--- config.mk ---
export PLATFORM = sky130hd
export DESIGN_NAME = daily_alarm_slots_with_ring_timer
export DESIGN_NICKNAME = d
export VERILOG_FILES = /design/src/dalarm_pkg.sv /design/src/dalarm_cfg.sv /design/src/dalarm_next.sv /design/src/dalarm_core.sv /design/src/daily_alarm_slots_with_ring_timer.sv
export SDC_FILE = /design/constraint.sdc
export NUM_CORES = 1
export LEC_CHECK = 0
export ABC_AREA = 1
export ABC_CLOCK_PERIOD_IN_PS = 11500
export BUFFER_PORTS_ARGS = -buffer_cell sky130_fd_sc_hd__buf_4
export CAP_MARGIN = 25
export CORE_UTILIZATION = 30
export CTS_BUF_LIST = sky130_fd_sc_hd__clkbuf_4 sky130_fd_sc_hd__clkbuf_8
export DETAILED_ROUTE_END_ITERATION = 7
export HOLD_SLACK_MARGIN = 0.1
export PLACE_DENSITY_LB_ADDON = 0.3
export SLEW_MARGIN = 20
export SYNTH_ARGS = -nofsm -noshare
export SYNTH_HDL_FRONTEND = slang
export SYNTH_HIERARCHICAL = 1
export SYNTH_SLANG_ARGS = --single-unit
--- constraint.sdc ---
create_clock -name clk_i -period 11.5 [get_ports clk_i]
set_input_delay 1.725 -clock clk_i [delete_from_list [all_inputs] [get_ports clk_i]]
set_output_delay 1.725 -clock clk_i [all_outputs]
set_load 0.02 [all_outputs]
--- src/dalarm_pkg.sv ---
// Shared constants and types for the daily alarm slot block.
package dalarm_pkg;

  localparam int unsigned MaxSlots   = 5;
  localparam int unsigned SlotCount  = 5;
  localparam int unsigned TimeW      = 11;
  localparam int unsigned HourW      = 5;
  localparam int unsigned MinuteW    = 6;
  localparam int unsigned SeenW      = 7;
  localparam int unsigned ActiveW    = 3;
  localparam int unsigned RingW      = 16;
  localparam int unsigned CfgIdxW    = 3;
  localparam int unsigned CfgDataW   = 16;
  localparam int unsigned InDataW    = 16;
  localparam int unsigned OutDataW   = 16;

  localparam logic [TimeW-1:0]   MinPerHour  = TimeW'(60);
  localparam logic [SeenW-1:0]   SeenNone    = '1;
  localparam logic [ActiveW-1:0] ActiveReset = ActiveW'(5);
  localparam logic [RingW-1:0]   RingReset   = RingW'(5000);
  localparam logic [RingW-1:0]   RingMax     = '1;

  // Default alarm times: 08:00, 10:00, 12:00, 14:00, 16:00
  localparam logic [TimeW-1:0] SlotReset [MaxSlots] = '{
    TimeW'(480), TimeW'(600), TimeW'(720), TimeW'(840), TimeW'(960)
  };

  // Configuration register indexes
  typedef enum logic [CfgIdxW-1:0] {
    REG_SLOT0  = 3'd0,
    REG_SLOT1  = 3'd1,
    REG_SLOT2  = 3'd2,
    REG_SLOT3  = 3'd3,
    REG_SLOT4  = 3'd4,
    REG_ACTIVE = 3'd5,
    REG_RING   = 3'd6
  } reg_idx_e;

  // Scalar settings handed from the register file to the datapath
  typedef struct packed {
    logic [ActiveW-1:0] active_slots;
    logic [RingW-1:0]   ring_ticks;
  } cfg_t;

endpackage

--- src/dalarm_cfg.sv ---
// Configuration register file: slot times, active slot count and ring length.
module dalarm_cfg import dalarm_pkg::*; #(
  parameter int unsigned SLOT_COUNT = SlotCount
) (
  input  logic                clk_i,
  input  logic                rst_ni,
  input  logic                cfg_valid_i,
  input  logic [CfgIdxW-1:0]  cfg_index_i,
  input  logic [CfgDataW-1:0] cfg_data_i,
  output logic [TimeW-1:0]    slot_time_o [SLOT_COUNT],
  output cfg_t                cfg_o
);

  logic [TimeW-1:0] slot_q [SLOT_COUNT];
  cfg_t             cfg_q;

  // Take slot time writes; indexes past the built slots are dropped
  for (genvar i = 0; i < SLOT_COUNT; i++) begin : g_slot
    always_ff @(posedge clk_i or negedge rst_ni) begin
      if (!rst_ni) begin
        slot_q[i] <= SlotReset[i];
      end else if (cfg_valid_i && (cfg_index_i == CfgIdxW'(i))) begin
        slot_q[i] <= cfg_data_i[TimeW-1:0];
      end
    end
    assign slot_time_o[i] = slot_q[i];
  end

  // Decode the scalar settings
  always_ff @(posedge clk_i or negedge rst_ni) begin
    if (!rst_ni) begin
      cfg_q.active_slots <= ActiveReset;
      cfg_q.ring_ticks   <= RingReset;
    end else if (cfg_valid_i) begin
      unique case (cfg_index_i)
        REG_ACTIVE: cfg_q.active_slots <= cfg_data_i[ActiveW-1:0];
        REG_RING:   cfg_q.ring_ticks   <= cfg_data_i[RingW-1:0];
        default: ;
      endcase
    end
  end

  assign cfg_o = cfg_q;

endmodule

--- src/dalarm_next.sv ---
// Earliest active slot time strictly later than the current time of day.
module dalarm_next import dalarm_pkg::*; #(
  parameter int unsigned SLOT_COUNT = SlotCount
) (
  input  logic [TimeW-1:0]      slot_time_i [SLOT_COUNT],
  input  logic [SLOT_COUNT-1:0] active_i,
  input  logic [TimeW-1:0]      now_i,
  output logic                  next_valid_o,
  output logic [TimeW-1:0]      next_time_o
);

  logic [SLOT_COUNT-1:0] later;

  // Flag each active slot that lies after now
  always_comb begin
    for (int i = 0; i < SLOT_COUNT; i++) begin
      later[i] = active_i[i] && (slot_time_i[i] > now_i);
    end
  end

  // Scan the few candidates for the smallest time
  always_comb begin
    next_valid_o = 1'b0;
    next_time_o  = '0;
    for (int i = 0; i < SLOT_COUNT; i++) begin
      if (later[i] && (!next_valid_o || (slot_time_i[i] < next_time_o))) begin
        next_valid_o = 1'b1;
        next_time_o  = slot_time_i[i];
      end
    end
  end

endmodule

--- src/dalarm_core.sv ---
// Alarm state: fired marks, minute tracking and the bell with its tick timer.
module dalarm_core import dalarm_pkg::*; #(
  parameter int unsigned SLOT_COUNT = SlotCount
) (
  input  logic               clk_i,
  input  logic               rst_ni,
  input  logic               step_i,
  input  logic [HourW-1:0]   hour_i,
  input  logic [MinuteW-1:0] minute_i,
  input  logic               press_i,
  input  logic [TimeW-1:0]   slot_time_i [SLOT_COUNT],
  input  cfg_t               cfg_i,
  output logic               bell_on_o,
  output logic               next_valid_o,
  output logic [TimeW-1:0]   next_time_o
);

  logic [SeenW-1:0]      seen_q, seen_d;
  logic [SLOT_COUNT-1:0] fired_q, fired_d;
  logic                  ringing_q, ringing_d;
  logic [RingW-1:0]      elapsed_q, elapsed_d;

  logic [TimeW-1:0]      now;
  logic [SLOT_COUNT-1:0] active;
  logic [SLOT_COUNT-1:0] hit;
  logic                  minute_ok;
  logic [SLOT_COUNT-1:0] marks;
  logic [RingW-1:0]      tick;

  // Minutes of day; an out-of-range minute never matches a slot time
  assign now       = TimeW'(hour_i) * MinPerHour + TimeW'(minute_i);
  assign minute_ok = (TimeW'(minute_i) < MinPerHour);

  // Slots beyond the active count (or the built count) take no part
  always_comb begin
    for (int i = 0; i < SLOT_COUNT; i++) begin
      active[i] = (cfg_i.active_slots > ActiveW'(i));
    end
  end

  // Clear marks on a new minute, then match unfired slots
  always_comb begin
    marks = ({1'b0, minute_i} != seen_q) ? '0 : fired_q;
    for (int i = 0; i < SLOT_COUNT; i++) begin
      hit[i] = active[i] && minute_ok && (slot_time_i[i] == now) && !marks[i];
    end
  end

  // Advance the tick timer, start on a match, toggle on a press, stop on timeout
  always_comb begin
    tick      = (ringing_q && (elapsed_q != RingMax)) ? elapsed_q + RingW'(1) : elapsed_q;
    seen_d    = {1'b0, minute_i};
    fired_d   = marks | hit;
    ringing_d = ringing_q;
    elapsed_d = tick;
    if (|hit) begin
      ringing_d = 1'b1;
      elapsed_d = '0;
    end
    if (press_i) begin
      if (ringing_d) begin
        ringing_d = 1'b0;
      end else begin
        ringing_d = 1'b1;
        elapsed_d = '0;
      end
    end
    if (ringing_d && (elapsed_d > cfg_i.ring_ticks)) begin
      ringing_d = 1'b0;
    end
  end

  // Hold state between ticks
  always_ff @(posedge clk_i or negedge rst_ni) begin
    if (!rst_ni) begin
      seen_q    <= SeenNone;
      fired_q   <= '0;
      ringing_q <= 1'b0;
      elapsed_q <= '0;
    end else if (step_i) begin
      seen_q    <= seen_d;
      fired_q   <= fired_d;
      ringing_q <= ringing_d;
      elapsed_q <= elapsed_d;
    end
  end

  assign bell_on_o = ringing_d;

  dalarm_next #(
    .SLOT_COUNT(SLOT_COUNT)
  ) u_next (
    .slot_time_i (slot_time_i),
    .active_i    (active),
    .now_i       (now),
    .next_valid_o(next_valid_o),
    .next_time_o (next_time_o)
  );

endmodule

--- src/daily_alarm_slots_with_ring_timer.sv ---
// A tick request is captured in the input register and its result in the result register.
// One tick per cycle while results are taken; the slot match and next-time scan are
// combinational between the input register and the result register.
// While a finished result waits, the input register takes one more tick, then stalls requests.
// Reset (rst_ni low, asynchronous) empties both registers, clears fired marks
// and the bell, and loads the default slot times, slot count and ring length.
module daily_alarm_slots_with_ring_timer import dalarm_pkg::*; #(
  parameter int unsigned SLOT_COUNT = SlotCount
) (
  input  logic                 clk_i,
  input  logic                 rst_ni,
  // Tick requests
  input  logic                 s_axis_tvalid,
  output logic                 s_axis_tready,
  input  logic [InDataW-1:0]   s_axis_tdata,  // hour_now[4:0], minute_now[10:5], button_press[11]
  // Results
  output logic                 m_axis_tvalid,
  input  logic                 m_axis_tready,
  output logic [OutDataW-1:0]  m_axis_tdata,  // bell_on[0], next_time[11:1]
  output logic                 m_axis_tuser,  // next_valid[0]
  // Register writes
  input  logic                 cfg_valid_i,
  output logic                 cfg_ready_o,
  input  logic [CfgIdxW-1:0]   cfg_index_i,
  input  logic [CfgDataW-1:0]  cfg_data_i
);

  logic               in_valid_q;
  logic [HourW-1:0]   hour_q;
  logic [MinuteW-1:0] minute_q;
  logic               press_q;
  logic               out_valid_q;
  logic               bell_q;
  logic               next_valid_q;
  logic [TimeW-1:0]   next_time_q;

  logic               step;
  logic               bell_on;
  logic               next_valid;
  logic [TimeW-1:0]   next_time;
  logic [TimeW-1:0]   slot_time [SLOT_COUNT];
  cfg_t               cfg;

  assign cfg_ready_o   = 1'b1;
  assign step          = in_valid_q && (!out_valid_q || m_axis_tready);
  assign s_axis_tready = !in_valid_q || step;

  // Input register
  always_ff @(posedge clk_i or negedge rst_ni) begin
    if (!rst_ni) begin
      in_valid_q <= 1'b0;
    end else if (s_axis_tready) begin
      in_valid_q <= s_axis_tvalid;
    end
  end

  always_ff @(posedge clk_i) begin
    if (s_axis_tready && s_axis_tvalid) begin
      hour_q   <= s_axis_tdata[HourW-1:0];
      minute_q <= s_axis_tdata[HourW+MinuteW-1:HourW];
      press_q  <= s_axis_tdata[HourW+MinuteW];
    end
  end

  // Result register
  always_ff @(posedge clk_i or negedge rst_ni) begin
    if (!rst_ni) begin
      out_valid_q <= 1'b0;
    end else if (step) begin
      out_valid_q <= 1'b1;
    end else if (m_axis_tready) begin
      out_valid_q <= 1'b0;
    end
  end

  always_ff @(posedge clk_i) begin
    if (step) begin
      bell_q       <= bell_on;
      next_valid_q <= next_valid;
      next_time_q  <= next_time;
    end
  end

  assign m_axis_tvalid = out_valid_q;
  assign m_axis_tdata  = {(OutDataW-TimeW-1)'(0), next_time_q, bell_q};
  assign m_axis_tuser  = next_valid_q;

  dalarm_cfg #(
    .SLOT_COUNT(SLOT_COUNT)
  ) u_cfg (
    .clk_i      (clk_i),
    .rst_ni     (rst_ni),
    .cfg_valid_i(cfg_valid_i),
    .cfg_index_i(cfg_index_i),
    .cfg_data_i (cfg_data_i),
    .slot_time_o(slot_time),
    .cfg_o      (cfg)
  );

  dalarm_core #(
    .SLOT_COUNT(SLOT_COUNT)
  ) u_core (
    .clk_i       (clk_i),
    .rst_ni      (rst_ni),
    .step_i      (step),
    .hour_i      (hour_q),
    .minute_i    (minute_q),
    .press_i     (press_q),
    .slot_time_i (slot_time),
    .cfg_i       (cfg),
    .bell_on_o   (bell_on),
    .next_valid_o(next_valid),
    .next_time_o (next_time)
  );

endmodule

======== Word level (Yosys, flattened, before mapping) ========
Index checks and enable logic that the tools add are counted.
word-level totals
  register bits after elaboration ......... 130
  latch bits .............................. 0
  memory bits (writable) .................. 0
  ROM bits ................................ 0
  output and inout bits ................... 20
  memories kept ........................... 0
cells by class
  add/subtract/negate cells ............... 2
  multipliers ............................. 1
  divide/modulo/power cells ............... 0
  $lt $le $gt $ge ......................... 16
  equal/unequal tests ..................... 13
  shift operators ......................... 0
  muxes and demuxes ....................... 20
  bitwise operators ....................... 1
  reduce and logical (&&, ||, !) cells .... 55
operator list
  operator               number
  $mux 16                4
  $eq 11x11->1           5
  $gt 11x11->1           5
  $mux 11                5
  $lt 11x11->1           4
  $logic_and 1x1->1      33
  $add 16x1->16 const B  1
  $gt 16x16->1           1
  $ne 16x16->1 const B   1
  $add 11x6->11          1
  $logic_not 1->1        11
  $mux 1                 10
  $eq 3x3->1 const B     3
  $mul 5x4->9 const B    1
  $ne 6x7->1             1
  $eq 3x2->1 const B     2
  $gt 3x1->1 const B     2
  $gt 3x2->1 const B     2
  $logic_or 1x1->1       6
  $lt 6x6->1 const B     1
  $mux 5                 1
  $or 5x5->5             1
  $reduce_or 5->1        1
  $reduce_and 2->1       2
  other kinds (4)        4

======== Depth between registers and ports, before layout ========
Gate-level depths: netlist of run 1.
  depth after elaboration ................. 21
  mapped depth ............................ 78

======== Cells and area by module ========
Netlist of run 1, hierarchy kept.
modules (own cells, without submodules)
  module                             times used  cells an instance  area each (um^2)  seq. area each (um^2)
  dalarm_core                        1           695                4200.3            734.5
  dalarm_cfg                         1           337                2975.4            1885.6
  dalarm_next                        1           446                2803.9            0.0
  daily_alarm_slots_with_ring_timer  1           45                 898.4             800.8

======== Worst setup path before layout of run 1 ========
No wires, ideal clock.
  kind .................................... flip-flop to flip-flop
  start ................................... register hour_q[2]
  end ..................................... register next_time_q[4] (data pin)
  setup time .............................. 0.253 ns
  arrival ................................. 9.576 ns
  required time ........................... 11.247 ns
  path slack .............................. 1.672 ns
  stages on the path, launching flop included .. 74
  buffers on the path ..................... 4
  clock period less this slack ............ 9.828 ns
  cell sequence ........................... edfxtp_1 -> fa_1 -> fa_1 -> inv_1 -> fa_1 -> inv_1 -> ha_1 -> nand2_1 -> nor2_1 -> nor2_1 -> nor2_1 -> nand3_2 -> nor2_4 -> nand3_2 -> nand2_2 -> inv_1 -> ha_1 -> nand4_1 -> [38 not listed] -> nand2_1 -> nand2_2 -> nand2_4 -> inv_1 -> nand2_1 -> o21ai_1 -> inv_1 -> ha_1 -> a21oi_1 -> nor2_1 -> a211oi_1 -> o221a_2 -> nand2_1 -> nand2_2 -> nand2_2 -> buf_6 -> nand2_1 -> nand2_1
on the way
  longest elaborated chain between the ends .. 21
  elaborated cells on any way between the ends .. 37
  classes of those cells .................. add/sub: 1; mul: 1; order compare: 9; mux: 9; reduce/logical: 17
RTL lines
  what                                                    RTL line                                 text
  start, declared                                         daily_alarm_slots_with_ring_timer.sv:29  logic [HourW-1:0] hour_q;
  start signal, assigned                                  daily_alarm_slots_with_ring_timer.sv:59  hour_q <= s_axis_tdata[HourW-1:0];
  $mul 5x4->9 (*)                                         dalarm_core.sv:31                        assign now = TimeW'(hour_i) * MinPerHour + TimeW'(minute_i);
  $add 11x6->11 (*)                                       dalarm_core.sv:31
  named net u_core.now[10]                                dalarm_core.sv:23                        logic [TimeW-1:0] now;
  $gt 11x11->1                                            dalarm_next.sv:17                        later[i] = active_i[i] && (slot_time_i[i] > now_i);
  $logic_and 1x1->1                                       dalarm_next.sv:17
  $mux 11 / $mux 1 (equally long branches)                dalarm_next.sv:26                        if (later[i] && (!next_valid_o || (slot_time_i[i] < next_time_o))) begin
  $lt 11x11->1 / $logic_not 1->1 (equally long branches)  dalarm_next.sv:26
  $logic_or 1x1->1                                        dalarm_next.sv:26
  [7 not listed]                                          --
  $logic_or 1x1->1                                        dalarm_next.sv:26
  $logic_and 1x1->1                                       dalarm_next.sv:26
  $mux 11 / $mux 1 (equally long branches)                dalarm_next.sv:26
  $lt 11x11->1 / $logic_not 1->1 (equally long branches)  dalarm_next.sv:26
  $logic_or 1x1->1                                        dalarm_next.sv:26
  $logic_and 1x1->1                                       dalarm_next.sv:26
  $mux 11 (*)                                             dalarm_next.sv:26
  named net next_time[4]                                  daily_alarm_slots_with_ring_timer.sv:40  logic [TimeW-1:0] next_time;
  end signal, assigned                                    daily_alarm_slots_with_ring_timer.sv:80  next_time_q <= next_time;
  end, declared                                           daily_alarm_slots_with_ring_timer.sv:35  logic [TimeW-1:0] next_time_q;
The timed path passes the listed nets; every way through them passes the cells marked *.
A chain may end at the register's enable or synchronous reset.

======== Final worst setup path of run 1 ========
  start ................................... register hour_q[1]
  end ..................................... register next_time_q[10] (data pin)
The elaborated chain is that of the path after synthesis.

==> results of run 1 <==
[worst min path at each step]
| stage | from | endpoint | slack [ps] |
|---|---|---|---|
| finish | u_core/seen_q[6]$_DFFE_PN1P_ | u_core/seen_q[6]$_DFFE_PN1P_ | 470 |
| global route | u_cfg/cfg_o[7]$_DFFE_PN1P_ | u_cfg/cfg_o[7]$_DFFE_PN1P_ | 490 |
| CTS | u_core/seen_q[6]$_DFFE_PN1P_ | u_core/seen_q[6]$_DFFE_PN1P_ | 470 |
| detailed placement | u_core/seen_q[6]$_DFFE_PN1P_ | u_core/seen_q[6]$_DFFE_PN1P_ | 460 |
| global placement | u_core/seen_q[6]$_DFFE_PN1P_ | u_core/seen_q[6]$_DFFE_PN1P_ | 450 |
| floorplan | u_core/seen_q[6]$_DFFE_PN1P_ | u_core/seen_q[6]$_DFFE_PN1P_ | 430 |
[state kept, by name (all words and copies together) (netlist names)]
name,count
bell_q,1
hour_q,5
in_valid_q,1
m_axis_tuser,1
m_axis_tvalid,1
minute_q,6
next_time_q,11
press_q,1
u_cfg/cfg_o,19
u_cfg/slot_time_o,55
u_core/elapsed_q,16
u_core/fired_q,5
u_core/ringing_q,1
u_core/seen_q,7
[critical path: cells and delay by family (launching register included)]
family                     cells  cell delay [ps]
adders and majority gates      9             3400
and+or+nand+nor               34             3320
AOI/OAI and AO/OA             13             2430
buffers and inverters          8              830
DFF                            1              450
[routing by layer]
layer / wire [um] / up-vias / share of wire, %
met2: 14830 / 230 / 46
met3: 1454 / 45 / 4.5
met5: 0 / - / 0
met4: 953 / 0 / 3.0
li1: - / 5037 / -
met1: 14920 / 4544 / 46
[logic make-up (layout without fill, tap and decap cells)]
family / Yosys count / count (layout) / synth area share [%]
other cells: 2 / 5 / 0.06904
fa+ha+maj: 136 / 136 / 16.20
xor+xnor: 22 / 22 / 1.771
compound gates: 149 / 149 / 7.729
flops: 130 / 130 / 31.45
simple gates: 851 / 851 / 33.97
buf+inv: 233 / 284 / 8.822
[synthesized netlist by cell type (8+ instances only)]
library cell    n
nand2_1       530
inv_1         168
ha_1          128
nand3_1       122
nor2_1         89
dfrtp_1        71
a21oi_1        54
o21ai_0        44
nand4_1        43
dfstp_2        34
edfxtp_1       25
nand2_2        22
inv_2          20
buf_2          17
o21ai_1        15
xor2_1         15
clkbuf_1       13
nand3b_1       10
buf_4           9
fa_1            8
[layout make-up]
type	count	share of cell area, %
Multi-Input combinational cell	1163	53.95
Clock inverter	14	1.461
Tap cell	461	4.742
Timing Repair Buffer	63	3.888
Inverter	189	5.853
Sequential cell	130	28.12
Clock buffer	18	1.985
[what timing repair did]
item | CTS | global route
endpoints found under the setup margin | 0 | 11
resized for setup | 0 | 18
setup buffers | 0 | 3
[report_power, final]
group	switching [mW]	total, mW	internal (mW)	leakage (nW)
clock network	0.213	0.433	0.220	0.207
registers	0.108	0.693	0.585	1.51
logic	0.867	1.36	0.492	4.62
total	1.19	2.48	1.30	6.33
[placed cells by master, fill, tap and decap left out, types with 6 or more instances in the layout]
master,n
a211oi_1,7
a21oi_1,53
buf_4,63
clkbuf_8,17
dfrtp_1,71
dfstp_2,34
edfxtp_1,25
fa_1,8
ha_1,128
inv_1,166
inv_2,21
nand2_1,529
nand2_2,20
nand3_1,122
nand3b_1,10
nand4_1,43
nor2_1,89
nor2_2,6
nor3_1,7
nor4_1,6
o21ai_0,38
o21ai_1,17
xnor2_1,7
xor2_1,15
==> run summary, run 1 <==
=================================================================================
Run status                                                           finished with violations
Violated checks                                                      design-rule violations
Flip-flop and latch area                                                 3421 um2
CTS Hold Bufs                                                                   0
Worst vdd ir                                                         0.00008453 V
Max-slew violation total from the final report                                  0
Fraction of final layout cells with drive strength greater than 1          12.68%
Met1 track demand over resource                                            23.95%
Post-synthesis sequential area ratio                                       31.45%
Final Worst Setup Slack                                                  779.4 ps
Worst EP required                                                        11730 ps
CP Class                                                                  reg2reg
Maximum capacitance violations                                                  0
Depth of the worst register-to-register path                                   64
GR Overflow Total                                                               0
Seq cells post-synth                                                          130
Hold/Removal Path Class                                                   reg2reg
Leakage power summed over all cells                                      6.334 nW
Post-synthesis instance total                                                1523
Final hold violation count                                                      0
Area after detailed placement                                           11680 um2
Count of unique library cells instantiated by Yosys                            53
Library cell used as clock root buffer                                   clkbuf_8
Insertion delay of the later-clocked pin in the worst-skew pair            490 ps
I/O pin count                                                                  60
Via count                                                                    9856
Part of the cycle the worst path needs                                     93.22%
GRT Overall Usage                                                          18.31%
Floorplan Core Area                                                     35660 um2
Initial Utilization                                                        30.51%
Max FO, Critical Path                                                          21
GR peak layer                                                                met2
Smallest hold slack                                                      469.2 ps
Area share of the leading cell type in the synthesized netlist             18.29%
Worst hold stages                                                               2
Highest clock frequency the design can meet                           0.09328 GHz
Antenna violation net count after detailed routing                              0
Register clock-pin slew on the reported worst setup and hold paths          90 ps
Largest cells by area after synthesis                                nand2_1 18%, dfrtp_1 16%, ha_1 15%
Filler Cell Count                                                            3762
Post-DR vias/cell                                                           4.836
Critical-path top delay cell                                                 fa_1
Final Skew                                                               17.34 ps
Final-report setup violation count                                              0
Syn Area/Cell                                                           7.142 um2
Met3 demand-to-capacity share in global routing                            2.764%
Maximum number of buffers from clock root to sink                               2
Detailed placement HPWL                                                  24.53 mm
Wire length reported by the detailed router                              32.16 mm
Final Wtd Congestion                                                       0.8836
Crit-path max cell delay                                                   550 ps
Die extent in y                                                          192.4 um
Critical path capture point type                                         register
Cell row count                                                                 69
Number of synthesized flops with an enable pin                                 25
Remaining max-slew budget at the tightest pin                              35.06%
Total power                                                              2.484 mW
1st-iter DRT viols                                                            684
Diodes inserted                                                                 0
Die Span X                                                               192.4 um
Final Core Density                                                         34.11%
Vias in the first global route                                               9490
NumNets Final                                                                1740
R2r startpoint                                                       hour_q[1]$_DFFE_PP_
Startpoint Class                                                         register
Met2 Use GR                                                                29.97%
Non-Filler Cell Area, Final                                             12160 um2
Asr flop ratio synth                                                       80.77%
H-tree level count                                                              4
Most area-hungry cell type in the Yosys netlist                           nand2_1
Most Frequent Cell on Critical Path                                       nand2_1
Aggregate negative setup slack                                               0 ps
TritonCTS Buffers                                                              17
Total of buffers placed on input and output ports                              50
Min cycle time layout                                                    10720 ps
Worst slack after detailed placement                                     317.7 ps
Area growth from synthesis to layout                                       11.81%
Number of warnings reported in the yosys synthesis log                          6
Avg WL per Cell                                                          15.78 um
Global-route wire length before repair                                   51.23 mm
First-pass DRT Iterations                                                       8
Number of remaining DRC errors                                                  2
Die footprint                                                           37030 um2
Multi-input gate area                                                    6561 um2
Clock tree from TritonCTS                                                   built
Netlist area before placement                                           10880 um2
CP endpoint                                                          next_time_q[10]$_DFFE_PP_
Total power density per cell area                                    204.3 nW/um2
Pin count of the biggest net entering global routing                           63
First element of the critical path                                   hour_q[1]$_DFFE_PP_
Commonest register cell after synthesis                                   dfrtp_1
Data arrival time of the critical path                                   10950 ps
Number of clock sinks                                                         130
Placed insts                                                                 2003
Reg2reg setup slack                                                        780 ps
Final Non-Filler Cells                                                       2038
Number of antenna violations at the first check in global routing               0
Slew @ Worst Pin                                                         971.8 ps
Endpoint of the worst register-to-register path                      next_time_q[10]$_DFFE_PP_
=================================================================================
No activity file was read; power rests on OpenSTA's default activity.
==> run 2, diff against run 1 <==
BUFFER_PORTS_ARGS = -buffer_cell sky130_fd_sc_hd__buf_2   (was -buffer_cell sky130_fd_sc_hd__buf_4)
==> run 2 against run 1 <==
  * The run still ends with design-rule violations left
  * Count of clock-buffer cells in the layout did not move
  * Global-route usage fell by 0.55 points
  * Cell area fell by 0.86%
  * Utilization fell by 0.29 points
  * Sequential share of layout area rose by 0.25 points
  * Critical path depth rose by 6
  * Routed wire length fell by 1.4%
==> run summary, run 2 (synthesis results as in run 1) <==
=================================================================================
Run status                                                           finished with violations
Violated checks                                                      design-rule violations
Final Core Density                                                         33.82%
Reg2reg setup slack                                                        880 ps
Number of antenna violations at the first check in global routing               3
Fraction of final layout cells with drive strength greater than 1          12.56%
Max FO, Critical Path                                                          21
Hold/Removal Path Class                                                   reg2reg
I/O pin count                                                                  60
Cell row count                                                                 69
Total power density per cell area                                    206.7 nW/um2
Highest clock frequency the design can meet                           0.09413 GHz
Worst vdd ir                                                         0.00008371 V
Maximum capacitance violations                                                  0
Min cycle time layout                                                    10620 ps
Leakage power summed over all cells                                      6.300 nW
Pin count of the biggest net entering global routing                           65
Most Frequent Cell on Critical Path                                       nand2_1
Wire length reported by the detailed router                              31.71 mm
Detailed placement HPWL                                                  24.14 mm
Vias in the first global route                                               9213
CTS Hold Bufs                                                                   0
Endpoint of the worst register-to-register path                      next_time_q[7]$_DFFE_PP_
First-pass DRT Iterations                                                       7
Post-DR vias/cell                                                           4.841
Aggregate negative setup slack                                               0 ps
1st-iter DRT viols                                                            750
Filler Cell Count                                                            3807
Area growth from synthesis to layout                                       10.85%
Remaining max-slew budget at the tightest pin                              36.63%
Worst EP required                                                        11710 ps
Final hold violation count                                                      0
Most common library cell in the layout ignoring fill and taps             nand2_1
CP Class                                                                  reg2reg
Startpoint of the worst hold path                                    u_cfg/cfg_o[8]$_DFFE_PN1P_
Library cell used as clock root buffer                                   clkbuf_8
Register clock-pin slew on the reported worst setup and hold paths          80 ps
Die footprint                                                           37030 um2
Initial Utilization                                                        30.51%
Clock tree from TritonCTS                                                   built
Depth of the worst register-to-register path                                   70
Final-report setup violation count                                              0
WHS Endpoint                                                         u_cfg/cfg_o[8]$_DFFE_PN1P_
Worst hold stages                                                               2
Smallest hold slack                                                      471.1 ps
Global-route wire length before repair                                   49.96 mm
R2r startpoint                                                       hour_q[0]$_DFFE_PP_
Final Wtd Congestion                                                       0.9021
NumNets Final                                                                1739
Max reg flops                                                                  55
Part of the cycle the worst path needs                                     92.38%
Via count                                                                    9865
Insertion delay of the later-clocked pin in the worst-skew pair            470 ps
Total of buffers placed on input and output ports                              50
Number of clock sinks                                                         130
Critical-path top delay cell                                                 fa_1
Non-Filler Cell Area, Final                                             12060 um2
Slew @ Worst Pin                                                         948.4 ps
Critical path capture point type                                         register
Worst slack after detailed placement                                     261.1 ps
Number of remaining DRC errors                                                  2
Antenna violation net count after detailed routing                              0
GR Overflow Total                                                               0
Maximum number of buffers from clock root to sink                               2
Avg WL per Cell                                                          15.56 um
Startpoint Class                                                         register
Leading cell types in the layout, fill and taps excluded             530 x nand2_1, 167 x inv_1, 128 x ha_1
Final Non-Filler Cells                                                       2038
Crit-path max cell delay                                                   540 ps
Die extent in y                                                          192.4 um
GRT Overall Usage                                                          17.76%
Die Span X                                                               192.4 um
Area after detailed placement                                           11550 um2
Floorplan Core Area                                                     35660 um2
TritonCTS Buffers                                                              17
Final Skew                                                               18.88 ps
H-tree level count                                                              4
Placed insts                                                                 2002
Total power                                                              2.493 mW
Max-slew violation total from the final report                                  0
Final Worst Setup Slack                                                  876.3 ps
Data arrival time of the critical path                                   10830 ps
=================================================================================
## run 2: power breakdown
part | switching [mW] | internal (mW) | total, mW | leakage [nW]
Combinational | 0.871 | 0.477 | 1.35 | 4.57
Sequential | 0.107 | 0.584 | 0.692 | 1.51
Clock | 0.211 | 0.242 | 0.454 | 0.221
Total | 1.19 | 1.30 | 2.49 | 6.30
## run 2: how the worst max path moves through the flow
stage | slack (ps) | end | cells after the start | start
final | 880 | next_time_q[7]$_DFFE_PP_ | 70 | hour_q[0]$_DFFE_PP_
after floorplan | 1670 | next_time_q[4]$_DFFE_PP_ | 73 | hour_q[2]$_DFFE_PP_
after CTS | 240 | next_time_q[10]$_DFFE_PP_ | 68 | hour_q[2]$_DFFE_PP_
after global placement | 390 | next_time_q[10]$_DFFE_PP_ | 68 | hour_q[2]$_DFFE_PP_
after global routing | -20 | next_time_q[6]$_DFFE_PP_ | 70 | hour_q[0]$_DFFE_PP_
after detailed placement | 260 | next_time_q[10]$_DFFE_PP_ | 68 | hour_q[2]$_DFFE_PP_
## run 2: area by class of cell
class	instances	area [um2]	share of cell area, %
clock buffers	18	241.5	2.003
clock inverters	14	203.9	1.691
repair buffers	62	342.8	2.843
well taps	461	576.8	4.784
diodes	1	2.502	0.02075
inverters	189	711.9	5.904
multi-input cells	1163	6558	54.38
flip-flops and latches	130	3421	28.37
## run 2: worst max-delay path, delay by kind of cell (launching register included)
kind                       cells  cell delay [ps]
and+or+nand+nor               41             3730
buffers and inverters          8              640
DFF                            1              430
adders and majority gates      9             3400
AOI/OAI and AO/OA             12             2130
## run 2: timing repair
action | CTS | global route
setup endpoints to repair | 0 | 11
hold endpoints to repair | 0 | 0
setup buffers | 0 | 3
gates resized for setup | 0 | 15
## run 2: metal layers
metal,up-vias,global-route usage (%),wire (um)
met2,235,29.11,14620
met4,4,6.784,893
met5,-,0,23
met3,46,3.037,1459
met1,4547,23.20,14720
li1,5033,-,-
